File: src/design/gdr_pkg.sv
// Package for the gyro heading dead-reckoning unit.
// Holds the sequencer state type, register indexes, compass codes and the sine table
// generator. Used by gdr_sine_lookup and gyro_heading_dead_reckoning_unit.
package gdr_pkg;

  typedef enum logic [3:0] {
    S_IDLE,
    S_MUL_YAW,
    S_ADD_YAW,
    S_MAG,
    S_MUL_HI,
    S_MUL_LO,
    S_IP,
    S_MOD,
    S_HEAD,
    S_MUL_X,
    S_MUL_Y,
    S_POS_Y,
    S_DONE
  } gdr_state_t;

  localparam int CFG_INDEX_W = 3;
  localparam int CFG_DATA_W  = 24;

  localparam logic [CFG_INDEX_W-1:0] REG_TIME_STEP     = 3'd0;
  localparam logic [CFG_INDEX_W-1:0] REG_HEADING_GAIN  = 3'd1;
  localparam logic [CFG_INDEX_W-1:0] REG_DRIVE_STEP    = 3'd2;
  localparam logic [CFG_INDEX_W-1:0] REG_START_X       = 3'd3;
  localparam logic [CFG_INDEX_W-1:0] REG_START_Y       = 3'd4;
  localparam logic [CFG_INDEX_W-1:0] REG_REPORT_PERIOD = 3'd5;

  localparam logic [15:0] TIME_STEP_RST     = 16'd655;
  localparam logic [15:0] HEADING_GAIN_RST  = 16'd4608;
  localparam logic [23:0] DRIVE_STEP_RST    = 24'd1966;
  localparam logic [15:0] START_X_RST       = 16'd320;
  localparam logic [15:0] START_Y_RST       = 16'd240;
  localparam logic [7:0]  REPORT_PERIOD_RST = 8'd10;

  localparam logic [2:0] COMPASS_N    = 3'd0;
  localparam logic [2:0] COMPASS_E    = 3'd1;
  localparam logic [2:0] COMPASS_S    = 3'd2;
  localparam logic [2:0] COMPASS_W    = 3'd3;
  localparam logic [2:0] COMPASS_NONE = 3'd4;

  localparam logic [8:0] DEG_45  = 9'd45;
  localparam logic [8:0] DEG_90  = 9'd90;
  localparam logic [8:0] DEG_135 = 9'd135;
  localparam logic [8:0] DEG_180 = 9'd180;
  localparam logic [8:0] DEG_225 = 9'd225;
  localparam logic [8:0] DEG_270 = 9'd270;
  localparam logic [8:0] DEG_315 = 9'd315;
  localparam logic [8:0] DEG_360 = 9'd360;

  // Shared multiplier operand widths.
  localparam int MUL_A_W = 33;
  localparam int MUL_B_W = 25;
  localparam int PROD_W  = MUL_A_W + MUL_B_W;

  // The integer heading product is below 2^48 and is reduced one byte per step.
  localparam int IP_W      = 48;
  localparam int IP_DIGITS = IP_W / 8;

  localparam logic [63:0] PI_Q60 = 64'h3243F6A8885A308D;

  // Sine of k degrees in Q.30 from an eight-term Taylor sum; evaluated at elaboration.
  function automatic logic [63:0] gdr_sine_q30(input int unsigned k);
    logic [63:0]        x;
    logic [63:0]        x2;
    logic [63:0]        term;
    logic signed [63:0] sum;
    int unsigned        n;
    x    = ((PI_Q60 / 64'd180) * 64'(k)) >> 30;
    x2   = (x * x) >> 30;
    term = x;
    sum  = signed'(x);
    for (n = 1; n <= 7; n++) begin
      term = ((term * x2) >> 30) / 64'((2 * n) * (2 * n + 1));
      if (n[0]) begin
        sum = sum - signed'(term);
      end else begin
        sum = sum + signed'(term);
      end
    end
    if (sum < 0) begin
      sum = 64'sd0;
    end
    return unsigned'(sum);
  endfunction

  // Folds a whole-degree angle 0..359 onto the first quadrant.
  function automatic logic [6:0] gdr_fold(input logic [8:0] a);
    logic [8:0] f;
    priority if (a <= DEG_90) begin
      f = a;
    end else if (a <= DEG_180) begin
      f = DEG_180 - a;
    end else if (a <= DEG_270) begin
      f = a - DEG_180;
    end else begin
      f = DEG_360 - a;
    end
    return f[6:0];
  endfunction

endpackage

File: src/design/gyro_heading_dead_reckoning_unit.sv
// Gyro heading and dead-reckoning position unit, top level.
// Instantiates gdr_sine_lookup and depends on gdr_pkg.
//
// Usage:
// Each input word is one sample tick carrying the signed z rate and a drive flag.
// The unit integrates yaw, derives a heading of 0..359 degrees, moves the position
// along the heading on driving ticks and raises a compass report every report period.
// One result word leaves per input word on the out_ channel.
// in_tready is high only in the idle step, so a new word is not taken until the last one
// has left the final step. The pace is set by the single shared 33x25 multiplier (five
// products per tick) and by the mod-360 reduction of the heading product, one byte per
// cycle over its six bytes.
// The result sits in an output register; the next word is accepted while it waits.
// If the receiver stalls, a finished word waits in its last step until the output
// register is free, and no input word is accepted meanwhile.
// Reset loads the register defaults, clears yaw and the tick count and loads the
// position from the start registers. Writes to the start registers reload the position.
// Configuration is written while the unit is idle.
module gyro_heading_dead_reckoning_unit import gdr_pkg::*; #(
  parameter int YAW_WIDTH      = 48,
  parameter int POS_WIDTH      = 40,
  parameter int SINE_FRAC_BITS = 16
) (
  input  logic                   clk,
  input  logic                   rst_n,
  input  logic                   cfg_wen,
  input  logic [CFG_INDEX_W-1:0] cfg_index,
  input  logic [CFG_DATA_W-1:0]  cfg_wdata,
  input  logic                   in_tvalid,
  output logic                   in_tready,
  // Fields from bit 0: gyro_z_rate[15:0], driving[16], zero fill.
  input  logic [23:0]            in_tdata,
  output logic                   out_tvalid,
  input  logic                   out_tready,
  // Fields from bit 0: pos_x[15:0], pos_y[31:16], heading[40:32], compass[43:41], zero fill.
  output logic [47:0]            out_tdata,
  // Fields from bit 0: report[0].
  output logic                   out_tuser
);

  localparam int SINE_W  = SINE_FRAC_BITS + 1;
  localparam int YAW_EXT = (YAW_WIDTH > MUL_A_W ? YAW_WIDTH : MUL_A_W) + 1;
  localparam int POS_EXT = (POS_WIDTH > 33 ? POS_WIDTH : 33) + 1;
  localparam int STEP_W  = 26;

  function automatic logic signed [YAW_WIDTH-1:0] sat_yaw(input logic [YAW_EXT-1:0] s);
    logic [YAW_WIDTH-1:0] r;
    if (&s[YAW_EXT-1:YAW_WIDTH-1] || ~|s[YAW_EXT-1:YAW_WIDTH-1]) begin
      r = s[YAW_WIDTH-1:0];
    end else if (s[YAW_EXT-1]) begin
      r = {1'b1, {(YAW_WIDTH - 1){1'b0}}};
    end else begin
      r = {1'b0, {(YAW_WIDTH - 1){1'b1}}};
    end
    return signed'(r);
  endfunction

  function automatic logic signed [POS_WIDTH-1:0] sat_pos(input logic [POS_EXT-1:0] s);
    logic [POS_WIDTH-1:0] r;
    if (&s[POS_EXT-1:POS_WIDTH-1] || ~|s[POS_EXT-1:POS_WIDTH-1]) begin
      r = s[POS_WIDTH-1:0];
    end else if (s[POS_EXT-1]) begin
      r = {1'b1, {(POS_WIDTH - 1){1'b0}}};
    end else begin
      r = {1'b0, {(POS_WIDTH - 1){1'b1}}};
    end
    return signed'(r);
  endfunction

  function automatic logic signed [POS_WIDTH-1:0] start_load(input logic [15:0] v);
    return sat_pos(POS_EXT'({v, 16'd0}));
  endfunction

  // Integer part truncated toward zero, saturated to 16 bits.
  function automatic logic [15:0] pos_out(input logic signed [POS_WIDTH-1:0] a);
    logic [POS_WIDTH-1:0] mag;
    logic [POS_WIDTH-1:0] q;
    logic [15:0]          r;
    mag = (a < 0) ? (POS_WIDTH'(0) - unsigned'(a)) : unsigned'(a);
    q   = mag >> 16;
    if (a < 0) begin
      r = (q > POS_WIDTH'(32768)) ? 16'h8000 : (16'd0 - q[15:0]);
    end else begin
      r = (q > POS_WIDTH'(32767)) ? 16'h7FFF : q[15:0];
    end
    return r;
  endfunction

  gdr_state_t state_r, state_nxt;

  logic [15:0] time_step_r;
  logic [15:0] heading_gain_r;
  logic [23:0] drive_step_r;
  logic [7:0]  report_period_r;

  logic signed [YAW_WIDTH-1:0] yaw_r;
  logic signed [POS_WIDTH-1:0] pos_x_r;
  logic signed [POS_WIDTH-1:0] pos_y_r;
  logic [7:0]                  tick_r;

  logic signed [15:0]        rate_r;
  logic                      drive_r;
  logic [63:0]               mag_r;
  logic [IP_W-1:0]           ip_r;
  logic [8:0]                rem_r;
  logic [2:0]                digit_r;
  logic [8:0]                heading_r;
  logic signed [PROD_W-1:0]  prod_r;

  logic        out_valid_r;
  logic [47:0] out_data_r;
  logic        out_user_r;

  logic signed [MUL_A_W-1:0] mul_a;
  logic signed [MUL_B_W-1:0] mul_b;
  logic signed [PROD_W-1:0]  mul_p;

  logic [SINE_W-1:0] mag_x;
  logic [SINE_W-1:0] mag_y;
  logic              neg_x;
  logic              neg_y;

  logic [YAW_EXT-1:0]        yaw_sum;
  logic [63:0]               yaw_abs;
  logic [16:0]               mod_v;
  logic [8:0]                heading_calc;
  logic [STEP_W-1:0]         step_mag;
  logic [POS_EXT-1:0]        step_ext;
  logic                      step_neg;
  logic signed [POS_WIDTH-1:0] pos_base;
  logic [POS_EXT-1:0]        pos_sum;
  logic                      out_free;
  logic                      report;
  logic [2:0]                compass;
  logic                      accept;

  gdr_sine_lookup #(
    .SINE_FRAC_BITS(SINE_FRAC_BITS)
  ) u_sine (
    .heading_i(heading_r),
    .mag_x_o  (mag_x),
    .neg_x_o  (neg_x),
    .mag_y_o  (mag_y),
    .neg_y_o  (neg_y)
  );

  assign accept    = in_tvalid && in_tready;
  assign out_free  = !out_valid_r || out_tready;
  assign mul_p     = mul_a * mul_b;

  always_comb begin
    mul_a = '0;
    mul_b = '0;
    unique case (state_r)
      S_MUL_YAW: begin
        mul_a = MUL_A_W'(rate_r);
        mul_b = $signed({9'd0, time_step_r});
      end
      S_MUL_HI: begin
        mul_a = $signed({1'b0, mag_r[63:32]});
        mul_b = $signed({9'd0, heading_gain_r});
      end
      S_MUL_LO: begin
        mul_a = $signed({1'b0, mag_r[31:0]});
        mul_b = $signed({9'd0, heading_gain_r});
      end
      S_MUL_X: begin
        mul_a = $signed(MUL_A_W'(mag_x));
        mul_b = $signed({1'b0, drive_step_r});
      end
      S_MUL_Y: begin
        mul_a = $signed(MUL_A_W'(mag_y));
        mul_b = $signed({1'b0, drive_step_r});
      end
      default: begin
        mul_a = '0;
        mul_b = '0;
      end
    endcase
  end

  always_comb begin
    yaw_sum = YAW_EXT'(yaw_r) + YAW_EXT'(prod_r);
    yaw_abs = (yaw_r < 0) ? (64'd0 - 64'(yaw_r)) : 64'(yaw_r);

    // Restoring reduction of one byte against 360.
    mod_v = {rem_r, ip_r[IP_W-1 -: 8]};
    for (int i = 7; i >= 0; i--) begin
      if (mod_v >= (17'd360 << i)) begin
        mod_v = mod_v - (17'd360 << i);
      end
    end

    heading_calc = (yaw_r > 0 && rem_r != 9'd0) ? (DEG_360 - rem_r) : rem_r;

    step_mag = prod_r[SINE_FRAC_BITS +: STEP_W];
    step_ext = POS_EXT'(step_mag);
    if (state_r == S_MUL_Y) begin
      pos_base = pos_x_r;
      step_neg = neg_x;
    end else begin
      pos_base = pos_y_r;
      step_neg = !neg_y;
    end
    pos_sum = POS_EXT'(pos_base) + (step_neg ? (POS_EXT'(0) - step_ext) : step_ext);

    report  = tick_r >= report_period_r;
    compass = COMPASS_N;
    if (report) begin
      priority if (heading_r < DEG_45 || heading_r > DEG_315) begin
        compass = COMPASS_N;
      end else if (heading_r > DEG_45 && heading_r < DEG_135) begin
        compass = COMPASS_E;
      end else if (heading_r > DEG_135 && heading_r < DEG_225) begin
        compass = COMPASS_S;
      end else if (heading_r > DEG_225 && heading_r < DEG_315) begin
        compass = COMPASS_W;
      end else begin
        compass = COMPASS_NONE;
      end
    end
  end

  always_comb begin
    state_nxt = state_r;
    in_tready = 1'b0;
    unique case (state_r)
      S_IDLE: begin
        in_tready = 1'b1;
        if (in_tvalid) begin
          state_nxt = S_MUL_YAW;
        end
      end
      S_MUL_YAW: state_nxt = S_ADD_YAW;
      S_ADD_YAW: state_nxt = S_MAG;
      S_MAG:     state_nxt = S_MUL_HI;
      S_MUL_HI:  state_nxt = S_MUL_LO;
      S_MUL_LO:  state_nxt = S_IP;
      S_IP:      state_nxt = S_MOD;
      S_MOD: begin
        if (digit_r == 3'(IP_DIGITS - 1)) begin
          state_nxt = S_HEAD;
        end
      end
      S_HEAD:    state_nxt = S_MUL_X;
      S_MUL_X:   state_nxt = S_MUL_Y;
      S_MUL_Y:   state_nxt = S_POS_Y;
      S_POS_Y:   state_nxt = S_DONE;
      S_DONE: begin
        if (out_free) begin
          state_nxt = S_IDLE;
        end
      end
      default:   state_nxt = S_IDLE;
    endcase
  end

  always_ff @(posedge clk) begin
    if (!rst_n) begin
      state_r <= S_IDLE;
    end else begin
      state_r <= state_nxt;
    end
  end

  always_ff @(posedge clk) begin
    if (!rst_n) begin
      time_step_r     <= TIME_STEP_RST;
      heading_gain_r  <= HEADING_GAIN_RST;
      drive_step_r    <= DRIVE_STEP_RST;
      report_period_r <= REPORT_PERIOD_RST;
      yaw_r           <= '0;
      pos_x_r         <= start_load(START_X_RST);
      pos_y_r         <= start_load(START_Y_RST);
      tick_r          <= '0;
      out_valid_r     <= 1'b0;
    end else begin
      if (cfg_wen) begin
        unique case (cfg_index)
          REG_TIME_STEP:     time_step_r     <= cfg_wdata[15:0];
          REG_HEADING_GAIN:  heading_gain_r  <= cfg_wdata[15:0];
          REG_DRIVE_STEP:    drive_step_r    <= cfg_wdata;
          REG_START_X:       pos_x_r         <= start_load(cfg_wdata[15:0]);
          REG_START_Y:       pos_y_r         <= start_load(cfg_wdata[15:0]);
          REG_REPORT_PERIOD: report_period_r <= cfg_wdata[7:0];
          default: begin
          end
        endcase
      end
      if (state_r == S_ADD_YAW) begin
        yaw_r <= sat_yaw(yaw_sum);
      end
      if (state_r == S_MUL_Y && drive_r) begin
        pos_x_r <= sat_pos(pos_sum);
      end
      if (state_r == S_POS_Y && drive_r) begin
        pos_y_r <= sat_pos(pos_sum);
      end
      if (state_r == S_DONE && out_free) begin
        tick_r      <= report ? 8'd1 : (tick_r + 8'd1);
        out_valid_r <= 1'b1;
      end else if (out_tready) begin
        out_valid_r <= 1'b0;
      end
    end
  end

  always_ff @(posedge clk) begin
    prod_r <= mul_p;
    if (accept) begin
      rate_r  <= $signed(in_tdata[15:0]);
      drive_r <= in_tdata[16];
    end
    unique case (state_r)
      S_MAG:    mag_r <= yaw_abs;
      S_MUL_LO: ip_r  <= prod_r[IP_W-1:0];
      S_IP: begin
        ip_r    <= ip_r + IP_W'(prod_r[47:32]);
        rem_r   <= '0;
        digit_r <= '0;
      end
      S_MOD: begin
        rem_r   <= mod_v[8:0];
        ip_r    <= ip_r << 8;
        digit_r <= digit_r + 3'd1;
      end
      S_HEAD:   heading_r <= heading_calc;
      S_DONE: begin
        if (out_free) begin
          out_data_r <= {4'd0, compass, heading_r, pos_out(pos_y_r), pos_out(pos_x_r)};
          out_user_r <= report;
        end
      end
      default: begin
      end
    endcase
  end

  assign out_tvalid = out_valid_r;
  assign out_tdata  = out_data_r;
  assign out_tuser  = out_user_r;

`ifndef SYNTHESIS
  a_heading_range: assert property (@(posedge clk) disable iff (!rst_n)
    out_tvalid |-> out_tdata[40:32] < DEG_360)
    else $error("heading out of range");

  a_compass_quiet: assert property (@(posedge clk) disable iff (!rst_n)
    (out_tvalid && !out_tuser) |-> out_tdata[43:41] == COMPASS_N)
    else $error("compass set without report");

  a_busy_after_accept: assert property (@(posedge clk) disable iff (!rst_n)
    accept |=> !in_tready)
    else $error("ready right after accepting a word");

  a_rem_range: assert property (@(posedge clk) disable iff (!rst_n)
    state_r == S_HEAD |-> rem_r < DEG_360)
    else $error("mod 360 remainder out of range");

  a_load_from_done: assert property (@(posedge clk) disable iff (!rst_n)
    $rose(out_valid_r) |-> $past(state_r == S_DONE))
    else $error("result loaded outside the final step");
`endif

endmodule

File: src/design/gdr_sine_lookup.sv
// Sine and cosine magnitude lookup for a whole-degree heading.
// Quarter-wave constant table built from gdr_pkg::gdr_sine_q30; depends on gdr_pkg.
module gdr_sine_lookup import gdr_pkg::*; #(
  parameter int SINE_FRAC_BITS = 16
) (
  input  logic [8:0]              heading_i,
  output logic [SINE_FRAC_BITS:0] mag_x_o,
  output logic                    neg_x_o,
  output logic [SINE_FRAC_BITS:0] mag_y_o,
  output logic                    neg_y_o
);

  localparam int SINE_W = SINE_FRAC_BITS + 1;
  localparam int SH     = 30 - SINE_FRAC_BITS;

  logic [SINE_W-1:0] sine_tab [0:90];
  logic [8:0]        angle_y;

  for (genvar k = 0; k <= 90; k++) begin : g_tab
    assign sine_tab[k] = SINE_W'((gdr_sine_q30(k) + (64'd1 << (SH - 1))) >> SH);
  end

  // The cosine is the sine of the heading plus a quarter turn.
  assign angle_y = (heading_i >= DEG_270) ? (heading_i - DEG_270) : (heading_i + DEG_90);

  assign mag_x_o = sine_tab[gdr_fold(heading_i)];
  assign neg_x_o = heading_i > DEG_180;
  assign mag_y_o = sine_tab[gdr_fold(angle_y)];
  assign neg_y_o = angle_y > DEG_180;

endmodule
File: config.mk
export PLATFORM = sky130hd
export DESIGN_NAME = gyro_heading_dead_reckoning_unit
export DESIGN_NICKNAME = d
export VERILOG_FILES = /design/src/design/gdr_pkg.sv /design/src/design/gyro_heading_dead_reckoning_unit.sv /design/src/design/gdr_sine_lookup.sv
export SDC_FILE = /design/constraint.sdc
export NUM_CORES = 2
export LEC_CHECK = 0
export ABC_AREA = 0
export BUFFER_PORTS_ARGS = -buffer_cell sky130_fd_sc_hd__buf_4
export CORE_UTILIZATION = 34
export CTS_CLUSTER_SIZE = 25
export DETAILED_ROUTE_END_ITERATION = 8
export PLACE_DENSITY = 0.6
export SYNTH_ARGS = -nofsm -noshare
export SYNTH_HDL_FRONTEND = slang
export SYNTH_SLANG_ARGS = --single-unit
File: constraint.sdc
create_clock -name clk -period 17.1 [get_ports clk]
set_clock_uncertainty 0.2 [all_clocks]
set_input_delay 0.855 -clock clk [delete_from_list [all_inputs] [get_ports clk]]
set_output_delay 0.855 -clock clk [all_outputs]
set_load 0.01 [all_outputs]
# [After elaboration in Yosys (flattened, before gate mapping)]
# Memories as Yosys holds them, arrays and structs flattened.
# Index checks and enable logic that the tools add are counted.
[word_totals] ff_bits=449 rom_bits=4352 input_bits=56 out_inout_bits=51 wordCells=215 mem_count=2
[memory_table] memory="(no name shown)" depth=128 width=17 rd=1 rd_clocked_by_memory_dff=0 wr=0 line="gdr_sine_lookup.sv:26" text="assign mag_x_o = sine_tab[gdr_fold(heading_i)];"
[memory_table] memory="(no name shown)" depth=128 width=17 rd=1 rd_clocked_by_memory_dff=0 wr=0 line="gdr_sine_lookup.sv:28" text="assign mag_y_o = sine_tab[gdr_fold(angle_y)];"
[classes] n_addsub=28 multipliers=1 n_lt_le_gt_ge=36 n_eq_ne=21 n_mux=58 bitwise_logic=3 reduce_logical=43
[op_table] op="2-to-1 mux 40 bit" n=11
[op_table] op="2-to-1 mux 17 bit" n=11
[op_table] op="case mux 33 bit (5 select lines)" n=1
[op_table] op="case mux 48 bit (3 select lines)" n=1
[op_table] op="2-to-1 mux 16 bit" n=6
[op_table] op="2-to-1 mux 48 bit" n=2
[op_table] op="< comparator 40 x 1 -> 1 bit (second input constant)" n=2
[op_table] op="subtractor 1 x 40 -> 40 bit (first input constant)" n=2
[op_table] op="case mux 24 bit (3 select lines)" n=1
[op_table] op="2-to-1 mux 64 bit" n=1
[op_table] op="case mux 4 bit (13 select lines)" n=1
[op_table] op="adder 48 x 49 -> 49 bit" n=1
[op_table] op="multiplier 33 x 25 -> 49 bit" n=1
[op_table] op="subtractor 1 x 48 -> 49 bit (first input constant)" n=1
[op_table] op="adder 48 x 16 -> 48 bit" n=1
[op_table] op="greater-than comparator 24 x 15 -> 1 bit (second input constant)" n=2
[op_table] op="greater-than comparator 24 x 16 -> 1 bit (second input constant)" n=2
[op_table] op="greater-than comparator 48 x 1 -> 1 bit (second input constant)" n=1
[op_table] op="< comparator 48 x 1 -> 1 bit (second input constant)" n=1
[op_table] op="2-to-1 mux 7 bit" n=6
[op_table] op="adder 41 bit" n=1
[op_table] op="2-to-1 mux 41 bit" n=1
[op_table] op="greater-than comparator 9 x 8 -> 1 bit (second input constant)" n=4
[op_table] op="subtractor 1 x 16 -> 16 bit (first input constant)" n=2
[op_table] op="other kinds (66)" n=127

# [Depth between registers and ports, before layout]
[depth] word_depth=17 depth_mapped=62 ltp_nobuf=60

# [Modules after synthesis]
# A second synthesis with hierarchy kept.
[hier_totals] cells_unflattened=6977 area_unflattened_um2=57759.1
[by_module_without_submodules] mod="gyro_heading_dead_reckoning_unit" n_inst=1 cells_each=6085 area_each_um2=52235.1 seq_area_each_um2=10490.1
[by_module_without_submodules] mod="gdr_sine_lookup" n_inst=1 cells_each=892 area_each_um2=5524.0 seq_area_each_um2=0.0

# [Worst setup path before layout]
# No wires, ideal clock.
[synth_path] kind="register to register" from="register heading_r[4]" to="register prod_r[47]" setup_ns=0.072 arrival_ns=12.161 required_time_ns=16.828 slack_ns=4.667 path_stages_with_launch=58 n_path_buf=3 period_less_slack_ns=12.433 cell_sequence="edfxtp_1 -> clkbuf_1 -> nor4_1 -> nand2_1 -> nand2_1 -> a21oi_1 -> a31oi_1 -> xor2_1 -> or4_1 -> a21oi_1 -> nor3_1 -> nor2_1 -> o21ai_1 -> clkinv_1 -> ha_1 -> clkbuf_1 -> clkbuf_1 -> o32ai_1 -> (+22 left out) -> a21oi_1 -> o21bai_1 -> a21oi_1 -> o21bai_1 -> a21oi_1 -> nor2b_1 -> o31ai_1 -> a211o_1 -> a31oi_1 -> a41oi_1 -> a21oi_1 -> a2111oi_0 -> o31ai_1 -> o21a_1 -> o21ai_0 -> nand2b_1 -> a21oi_1 -> xnor2_1"
[synth_via] elab_chain_len=12 elab_cells_between_ends=32 cone_classes="add/sub: 8; mul: 1; order compare: 7; mux: 12; bitwise: 2; memory: 2"
[synth_lines] element="start, declared" line="gyro_heading_dead_reckoning_unit.sv:107" text="logic [8:0] heading_r;"
[synth_lines] element="start signal, assigned" line="gyro_heading_dead_reckoning_unit.sv:327" text="S_HEAD: heading_r <= heading_calc;"
[synth_lines] element="adder 9 x 7 -> 9 bit, or another cell as far along" line="gdr_sine_lookup.sv:24" text="assign angle_y = (heading_i >= DEG_270) ? (heading_i - DEG_270) : (heading_i + DEG_90);"
[synth_lines] element="2-to-1 mux 9 bit" line="gdr_sine_lookup.sv:24"
[synth_lines] element="<= comparator 9 bit, or another cell as far along" line="gdr_pkg.sv:97" text="end else if (a <= DEG_270) begin"
[synth_lines] element="2-to-1 mux 7 bit" line="gdr_pkg.sv:97"
[synth_lines] element="2-to-1 mux 7 bit" line="gdr_pkg.sv:95" text="end else if (a <= DEG_180) begin"
[synth_lines] element="2-to-1 mux 7 bit" line="gdr_pkg.sv:93" text="priority if (a <= DEG_90) begin"
[synth_lines] element="NOT 7 -> 8 bit (implied by the code)" line="gdr_sine_lookup.sv:28"
[synth_lines] element="memory (128 x 17 bit)"
[synth_lines] element="2-to-1 mux 17 bit (implied by the code) (2 in series)" line="gdr_sine_lookup.sv:28"
[synth_lines] element="case mux 33 bit (5 select lines) (*)" line="gyro_heading_dead_reckoning_unit.sv:154" text="unique case (state_r)"
[synth_lines] element="multiplier 33 x 25 -> 49 bit (*)" line="gyro_heading_dead_reckoning_unit.sv:149" text="assign mul_p = mul_a * mul_b;"
[synth_lines] element="named net mul_p[47]" line="gyro_heading_dead_reckoning_unit.sv:116" text="logic signed [PROD_W-1:0] mul_p;"
[synth_lines] element="end signal, assigned" line="gyro_heading_dead_reckoning_unit.sv:309" text="prod_r <= mul_p;"
[synth_lines] element="end, declared" line="gyro_heading_dead_reckoning_unit.sv:108" text="logic signed [PROD_W-1:0] prod_r;"
# Mark *: on every way through the listed nets, which the timed path passes. The rest lies on a longest branch. The select of a mux whose other input is x is not followed.
# A chain may end at the register's enable or synchronous reset.

# [Final worst setup path]
# Same ends and word-level chain as after synthesis.

==> qor.txt <==
Status -> finished, final reports clean
Post-synthesis mux area share -> 0.0126
Footprint of the multi-input gates -> 0.0430 mm²
Clk slew on worst S/H paths -> 0.06 ns
Routed WL -> 196000 µm
Critical path class -> reg2reg
DRT antenna net count -> 0
Vert. Die Dim -> 415 µm
First-pass GRT wire length -> 302000 µm
Synthesized area per cell -> 8.30 µm²
Flop2flop setup slack -> 1.79 ns
Drt wl/cell -> 21.3 µm
R2R cell count -> 53
Max VDD drop -> 0.000124 V
Yosys warns -> 0
Crit path max fanout -> 21
Critical Path Most Common Cell -> a21oi_1
Row count -> 151
Area leader, netlist -> fa_1
#FFs+latches synth -> 434
CP max-delay cell -> xor2_1
Startpoint types -> flop
# DRC -> 0
Final hold vios -> 0
Input/output buffers -> 95
Area Growth Syn to Fin -> 8.68%
Synth Area in XOR/XNOR -> 0.0503
Worst setup startpoint -> heading_r[4]
Via count -> 51200
Worst min-delay path category -> in2reg
Post-Synth Simple-Gate Area -> 0.180
Initial DRT Pass Iterations -> 7
Layout cells sized above 1 -> 0.0601
CP Buf/Inv Count -> 8
Max-cap violations -> 0
GPL Wtd Cong -> 0.932
CP top delay family -> compound AO/OA/AOI/OAI gates
Max Slew Vio Count -> 0
Leak -> 27.4 nW
Fmax -> 0.0653 GHz
Crit. End Element -> flop
Period utilization -> 0.895
Max clock buf depth -> 3
# IOs -> 107
Synth top area cells -> fa_1, edfxtp_1, dfxtp_1
Sink Count -> 434
Hold path start -> in_tdata[2]
Total Die Area -> 0.172 mm²
Worst R2R End -> prod_r[47]
RSZ-0062 raised after global routing -> false
Most instantiated cells after synthesis -> nand2_1, inv_1, fa_1
Adder-Cell Fraction of Synth Area -> 0.316
PwrDens -> 76.7 mW/mm²
Final setup viols -> 0
Most numerous cell in the Yosys netlist -> nand2_1
Post-synth EDFFs -> 180
Cells after synthesis -> 6988
Worst-Skew Late Latency -> 0.63 ns
RR Startpoint -> heading_r[4]
Initial antenna violation count -> 6
Core box area -> 0.169 mm²
Largest family of logic cells by synthesized area -> adder cells
Final worst path period need -> 15.31 ns
CTS tree -> yes
Vias in the first global route -> 50800
TNS Setup -> 0 ns
Setup bufs post-CTS -> 0
Fin nets -> 8003
WHS -> 0.225 ns
Arr. time, crit path -> 15.66 ns
HPWL after DPL -> 149000 µm
Critical path destination -> prod_r[47]
Critical path depth in cells -> 53
Grt ovf -> 0
Gr usage total -> 0.224
Via density -> 5.57
H-Tree Depth -> 2
Reg area -> 0.0105 mm²
Sequential share of the synthesized area -> 0.181
DR iter-0 viols -> 4836
Cell Area, Synth -> 0.0580 mm²
Ys flop type -> dfxtp_1
Count of cell types in the netlist -> 111
Total CTS buffers -> 51
Largest net degree at the start of global routing -> 82
Slew @ Worst Pin -> 1.41 ns
Clock tree root buffer cell -> clkbuf_16
Post-CTS Hold Buffers -> 0
Critical path required time -> 17.46 ns
Initial Utilization -> 0.343
Worst slew margin -> 0.0562
Resized cells post-CTS -> 0
Fillers -> 17400
Post-synthesis compound-gate area fraction -> 0.173
Chip width -> 415 µm
Crit-path max cell delay -> 0.78 ns
Ys async rst share -> 0
Share of the synthesized area in the top cell type -> 0.247
==> sequential cells by signal, summed over array words and instances (netlist names), 24 cells and up <==
signal        count
mag_r            49
prod_r           49
ip_r             48
yaw_r            48
out_tdata        44
pos_x_r          40
pos_y_r          40
drive_step_r     24
==> how the worst min path moves through the flow <==
stage | cells past startpoint | endpoint | slack, ns
after floorplan | 0 | out_tdata[36] | 0.22
after CTS | 1 | rate_r[2] | 0.21
after global routing | 1 | rate_r[0] | 0.21
after global placement | 2 | drive_step_r[9] | 0.25
final | 1 | rate_r[2] | 0.22
after detailed placement | 2 | heading_gain_r[2] | 0.26
==> layout by cell type (no fill, tap or decap), types with 128 or more instances in the layout <==
master | Yosys | routed
xnor2_1 | 239 | 234
nand2_1 | 1095 | 1088
nor2_1 | 434 | 431
and2_1 | 129 | 128
edfxtp_1 | 180 | 180
inv_1 | 917 | 916
ha_1 | 304 | 304
dfxtp_1 | 254 | 254
buf_4 | 11 | 200
fa_1 | 716 | 716
nand3_1 | 141 | 141
o21ai_0 | 345 | 344
a21oi_1 | 324 | 324
nor3_1 | 134 | 131
==> per-layer routing <==
layer | vias up | wire [µm] | global-route usage
li1 | 23200 | - | -
met1 | 25500 | 83100 | 0.302
met4 | 4 | 7870 | 0.0820
met2 | 2085 | 89500 | 0.360
met5 | - | 36 | 0
met3 | 378 | 15400 | 0.0351
==> worst register-to-register path: cells and delay by family (launching register included) <==
family	cells	cell delay (ns)
AO/OA/AOI/OAI	23	5.72
adder cells (fa/ha/maj)	9	4.21
AND/OR/NAND/NOR	11	2.29
buffers and inverters	8	1.18
XOR/XNOR	2	0.91
flip-flops	1	0.72
==> power by group <==
group / internal [W] / switching (W)
Sequential: 0.00119 / 0.000169
Combinational: 0.000925 / 0.00137
Clock: 0.000701 / 0.000476
==> cell families (layout without fill, tap and decap cells) <==
family / Yosys count / count (layout)
other: 2 / 97
multiplexers: 62 / 62
AO/OA/AOI/OAI: 1486 / 1486
flip-flops: 434 / 434
buffers and inverters: 1331 / 1217
XOR/XNOR: 331 / 331
adder cells (fa/ha/maj): 1036 / 1036
AND/OR/NAND/NOR: 2306 / 2306
==> area by class of cell <==
| class | count | area share |
|---|---|---|
| clock inverters | 25 | 0.00536 |
| diodes | 1 | 0.0000397 |
| inverters | 923 | 0.0550 |
| flip-flops and latches | 434 | 0.166 |
| clock buffers | 69 | 0.0230 |
| multi-input cells | 5317 | 0.682 |
| well taps | 2218 | 0.0440 |
| repair buffers | 200 | 0.0238 |
==> stage by stage <==
| stage | util | power [W] | setup WS (ns) | std cells | instance area (µm²) |
|---|---|---|---|---|---|
| 2_1_floorplan | - | 0.00297 | 4.67 | 7082 | 58300 |
| 3_3_place_gp | 0.362 | 0.00359 | 2.04 | 9092 | 61200 |
| 3_5_place_dp | 0.362 | 0.00362 | 2.03 | 9092 | 61200 |
| 4_1_cts | 0.372 | 0.00481 | 1.91 | 9186 | 63000 |
| 5_1_grt | 0.372 | 0.00515 | 0.696 | 9186 | 63000 |
| 6_report | 0.372 | 0.00483 | 1.79 | 9187 | 63000 |
Note: power is estimated with default switching activity, not from simulation.
